`config.mk`:
```
export PLATFORM = sky130hd
export DESIGN_NAME = cbc_sqrt_pipe
export DESIGN_NICKNAME = d
export VERILOG_FILES = /design/src/rtl/cbc_pkg.sv /design/src/rtl/cbc_sqrt_pipe.sv
export SDC_FILE = /design/constraint.sdc
export NUM_CORES = 2
export LEC_CHECK = 0
export BUFFER_PORTS_ARGS = -buffer_cell sky130_fd_sc_hd__buf_2
export CORE_MARGIN = 1
export CORE_UTILIZATION = 40
export CTS_BUF_LIST = sky130_fd_sc_hd__clkbuf_8
export CTS_CLUSTER_DIAMETER = 150
export DETAILED_ROUTE_END_ITERATION = 16
export PLACE_DENSITY = 0.53
export SETUP_SLACK_MARGIN = 0.4
export SYNTH_ARGS = -nofsm -noshare
export SYNTH_HDL_FRONTEND = slang
export SYNTH_MEMORY_MAX_BITS = 65536
export SYNTH_SLANG_ARGS = --single-unit
```
`constraint.sdc`:
```
create_clock -name i_clk -period 7.75 [get_ports i_clk]
set_clock_uncertainty 0.2 [all_clocks]
set_input_delay 0.775 -clock i_clk [delete_from_list [all_inputs] [get_ports i_clk]]
set_output_delay 0.775 -clock i_clk [all_outputs]
set_load 0.01 [all_outputs]
```
`src/rtl/cbc_pkg.sv`:
```
// Shared types and constants for the circle to oriented box contact pipeline.
`timescale 1ns / 1ps

package cbc_pkg;

    localparam int FRAC_BITS = 16;

    localparam logic [62:0] EPS_SQ =
        63'(((64'd1 << (2 * FRAC_BITS)) + 64'd50000) / 64'd100000);
    localparam logic [33:0] MILLI = 34'(((64'd1 << FRAC_BITS) + 64'd500) / 64'd1000);
    localparam logic signed [17:0] NORM_ONE = 18'(64'd1 << FRAC_BITS);

    localparam int SQ_STAGES  = 16;
    localparam int QW         = FRAC_BITS + 1;
    localparam int NUM_W      = 31 + FRAC_BITS + 1;
    localparam int DIV_STAGES = (QW + 1) / 2;

    localparam int FRONT_STAGES = 9;
    localparam int SQ_FIRST     = FRONT_STAGES;
    localparam int DIV_FIRST    = SQ_FIRST + SQ_STAGES;
    localparam int OUT_STAGE    = DIV_FIRST + DIV_STAGES;
    localparam int NSTAGES      = OUT_STAGE + 1;

    typedef struct packed {
        logic        hit;
        logic        coin;
        logic        k;
        logic        sx;
        logic        sy;
        logic [30:0] ux;
        logic [30:0] uy;
        logic [30:0] r;
        logic [31:0] cx;
        logic [31:0] cy;
    } t_side;

endpackage

```
`src/rtl/cbc_sqrt_pipe.sv`:
```
// Pipelined integer square root, two result bits per stage.
`timescale 1ns / 1ps

module cbc_sqrt_pipe (
    input  logic                              i_clk,
    input  logic [cbc_pkg::SQ_STAGES-1:0]     i_en,
    input  logic [62:0]                       i_n,
    input  cbc_pkg::t_side                    i_side,
    output logic [31:0]                       o_root,
    output cbc_pkg::t_side                    o_side
);

    logic [33:0]    r_rem  [cbc_pkg::SQ_STAGES];
    logic [31:0]    r_root [cbc_pkg::SQ_STAGES];
    logic [63:0]    r_nb   [cbc_pkg::SQ_STAGES];
    cbc_pkg::t_side r_side [cbc_pkg::SQ_STAGES];

    genvar j;
    generate
        for (j = 0; j < cbc_pkg::SQ_STAGES; j++) begin : g_st
            localparam int PJ = (j == 0) ? 0 : j - 1;
            logic [33:0]    n_rem;
            logic [31:0]    n_root;
            logic [63:0]    n_nb;
            cbc_pkg::t_side n_side;

            always_comb begin
                logic [35:0] t;
                logic [35:0] trial;
                if (j == 0) begin
                    n_rem  = '0;
                    n_root = '0;
                    n_nb   = {1'b0, i_n};
                    n_side = i_side;
                end else begin
                    n_rem  = r_rem[PJ];
                    n_root = r_root[PJ];
                    n_nb   = r_nb[PJ];
                    n_side = r_side[PJ];
                end
                for (int s = 0; s < 2; s++) begin
                    t     = {n_rem, n_nb[63:62]};
                    trial = {2'b00, n_root, 2'b01};
                    if (t >= trial) begin
                        n_rem  = 34'(t - trial);
                        n_root = {n_root[30:0], 1'b1};
                    end else begin
                        n_rem  = t[33:0];
                        n_root = {n_root[30:0], 1'b0};
                    end
                    n_nb = {n_nb[61:0], 2'b00};
                end
            end

            always_ff @(posedge i_clk) begin
                if (i_en[j]) begin
                    r_rem[j]  <= n_rem;
                    r_root[j] <= n_root;
                    r_nb[j]   <= n_nb;
                    r_side[j] <= n_side;
                end
            end
        end
    endgenerate

    assign o_root = r_root[cbc_pkg::SQ_STAGES-1];
    assign o_side = r_side[cbc_pkg::SQ_STAGES-1];

endmodule

```
==> impl_metrics.env <==
export IMPL_placement_io_buffers=435
export IMPL_avgSynthCellArea_um2=15.0
export IMPL_placed_area_um2=169000
export IMPL_synth_most_common_cell="edfxtp_1"
export IMPL_placed_cells=16291
export IMPL_min_path_cells=2
export IMPL_finalHoldViolCount=0
export IMPL_r2r_end="r_rem[0][172]"
export IMPL_gp_congestion=0.919
export IMPL_layout_drive_gt1_share=0.140
export IMPL_synth_seq_area_share=0.726
export IMPL_synthCells=10546
export IMPL_num_io_pins=436
export IMPL_hold_path_class="in2reg"
export IMPL_r2r_setup_slack_ns=0.67
export IMPL_grt_max_degree=130
export IMPL_die_area_um2=398000
export IMPL_pwr_density_cell_nw_per_um2=317
export IMPL_tightestPinTransition_ns=1.21
export IMPL_maxCapViolCount=0
export IMPL_drc=0
export IMPL_cts_tree="done"
export IMPL_p_total_mw=58.4
export IMPL_routed_wl_um=392000
export IMPL_finalMaxSlewViolations=0
export IMPL_period_share=0.914
export IMPL_status="complete, no violations"
export IMPL_finalNonFillerCells=17775
export IMPL_vias_per_cell=5.13
export IMPL_grt_pass1_wl_um=582000
export IMPL_first_global_vias=94057
export IMPL_min_period_ns=7.08
export IMPL_ys_flop_type="edfxtp_1"
export IMPL_cts_root_buf="clkbuf_8"
export IMPL_setup_violations=0
export IMPL_first_pass_iters=8
export IMPL_netlist_top_cells_count="3,825 x edfxtp_1, 682 x nand2_1, 663 x nor2_1"
export IMPL_place_ws_ns=0.353
export IMPL_clkLatencyLatePin_ns=1.21
export IMPL_cts_buffers=632
export IMPL_htreeDepth=6
export IMPL_yosys_top_cells_area="edfxtp_1 73%, ha_1 4.4%, xnor2_1 2.7%, a21oi_1 2.0%, nand2_1 1.6%"
export IMPL_tns_ns=0
export IMPL_cp_start_kind="register"
export IMPL_cp_max_fo=21
export IMPL_clkTransAtPathRegs_ns=0.06
export IMPL_area_growth_pct=16.4
export IMPL_synth_area_um2=158000
export IMPL_nets=12857
export IMPL_r2r_start="r_root[0][130]"
export IMPL_timing_fmax_ghz=0.141
export IMPL_r2r_cells=23
export IMPL_cp_arrival_ns=7.76
export IMPL_startpoint="r_root[0][130]"
export IMPL_num_rows=230
export IMPL_synth_top_area_share=0.726
export IMPL_grt_total_usage=0.193
export IMPL_cts_buffer_depth=4
export IMPL_synth_distinct_cells=110
export IMPL_antenna_found_initial=29
export IMPL_dpl_hpwl_um=279000
export IMPL_antenna_left=0
export IMPL_vdd_drop_max_mv=0.179
export IMPL_yosysWarnings=0
export IMPL_coreArea_um2=393000
export IMPL_timing_final_ws_setup_ns=0.670
export IMPL_cp_required_ns=8.43
export IMPL_synth_seq_cells=3825
export IMPL_end_kind="register"
export IMPL_overflow=0
export IMPL_wl_per_cell_um=22.0
export IMPL_start_util=0.402
export IMPL_synth_edf_count=3825
export IMPL_stdcell_area_um2=184000
export IMPL_synthArstFlopShare=0
export IMPL_die_h_um=631
export IMPL_die_w_um=631
export IMPL_synth_fp_nets=11344
export IMPL_crit_end="r_rem[0][172]"
export IMPL_cts_sinks=3825
export IMPL_rsz0062_at_grt="true"
export IMPL_via_count=91130
export IMPL_drtIter0Drc=6048
export IMPL_synth_largest_area_cell="edfxtp_1"
export IMPL_slew_headroom=0.191
export IMPL_critical_path_class="reg2reg"
export IMPL_leakage_nw=68.5
## worst min path at each step
stage                   start        endpoint  slack, ns
2_1_floorplan     r_nb[0][36]    r_nb[0][100]       0.20
3_3_place_gp   r_side[0][104]  r_side[0][266]       0.20
3_5_place_dp     r_nb[0][102]    r_nb[0][166]       0.20
4_1_cts            i_side[12]   r_side[0][12]     0.0002
5_1_grt            i_side[58]   r_side[0][58]       0.03
6_report          i_side[108]  r_side[0][108]       0.14
## layout by cell type, fill, tap and decap left out, drive strengths merged, types with 22 or more instances in the layout
cell         synthesis  layout
o21a                92      92
a211oi              59      59
xor2               283     283
ha                 556     556
or2                 36      36
buf                 49     754
or4                 39      39
o211ai              40      40
a31o                22      22
nand3              203     203
mux2i               25      25
inv                470     719
xnor2              494     494
nand2b              98      98
mux2                93      93
nor3b               28      28
clkinv               7     194
and2                34      34
o31ai               57      57
and3                57      57
and4                25      25
nand4              143     143
a31oi               59      59
nor2               663     663
nor4                96      96
a211o               38      38
clkbuf             177     642
a21o               256     256
dlygate4sd3          0     351
o21ai              432     432
nand2              682     682
o21bai              67      67
edfxtp            3825    3825
nor2b               89      89
or3                 80      80
a21oi              622     622
a21boi              24      24
nor3               207     207
## what timing repair did
action	CTS	global route
pin swaps	0	1
hold buffers	351	0
resized for setup	1	9
hold endpoints to repair	1171	0
buffers inserted	0	3
endpoints found under the setup margin	6	39
## metrics by stage
| stage | util | hold WS [ns] |
|---|---|---|
| after CTS | 0.468 | 0.000235 |
| after floorplan | - | 0.200 |
| final | 0.469 | 0.144 |
| after detailed placement | 0.430 | 0.205 |
| after global routing | 0.469 | 0.0294 |
| after global placement | 0.430 | 0.200 |
## cell families (layout without fill, tap and decap cells)
| group | count (synthesis) | count (layout) | synth area share |
|---|---|---|---|
| flops | 3825 | 3825 | 0.726 |
| mux | 118 | 118 | 0.00820 |
| xor+xnor | 777 | 777 | 0.0431 |
| other cells | 0 | 16 | 0 |
| simple gates | 2570 | 2570 | 0.0807 |
| compound gates | 1996 | 1996 | 0.0808 |
| buf+inv | 703 | 2696 | 0.0170 |
| fa+ha+maj | 557 | 557 | 0.0440 |
## where the power goes
part | switching, mW | internal (mW)
sequential | 1.25 | 25.4
clock | 7.96 | 8.48
combinational | 9.03 | 6.30
total | 18.2 | 40.2
## worst max-delay path: stages, from the launching register on
cell	delay, ns
edfxtp_1	0.62
inv_1	0.15
ha_1	0.39
nand2_1	0.14
a211oi_1	0.46
o21bai_1	0.20
a211o_1	0.29
buf_4	0.19
nand2_1	0.12
inv_1	0.29
nand2_1	0.16
nand2_1	0.09
ha_1	0.38
a21o_1	0.20
a21o_1	0.18
a21oi_1	0.19
o21ai_0	0.12
a221oi_1	0.29
o31a_1	0.39
o31ai_1	0.17
a2111o_1	0.41
or2_2	0.50
nand2_1	0.14
xor2_1	0.45
## per-layer routing
layer / wire length [um] / GRT usage
met4: 15900 / 0.0760
met5: 36 / 0
met3: 15500 / 0.0274
met2: 194000 / 0.338
met1: 166000 / 0.240
## final cells by class
| cell class | instances | area [um^2] |
|---|---|---|
| Clock inverter | 472 | 2860 |
| Sequential cell | 3825 | 115000 |
| Timing Repair Buffer | 1105 | 8530 |
| Fill cell | 34610 | 209000 |
| Clock buffer | 642 | 8840 |
| Inverter | 477 | 1790 |
| Tap cell | 5220 | 6530 |
| Multi-Input combinational cell | 6018 | 40700 |
| Antenna cell | 16 | 40.0 |
## registers in the layout, indices dropped and copies added, names as in the netlist
register and cells:
r_side 2592, r_rem 481, r_nb 480, r_root 272
(Power assumes the default switching activity.)
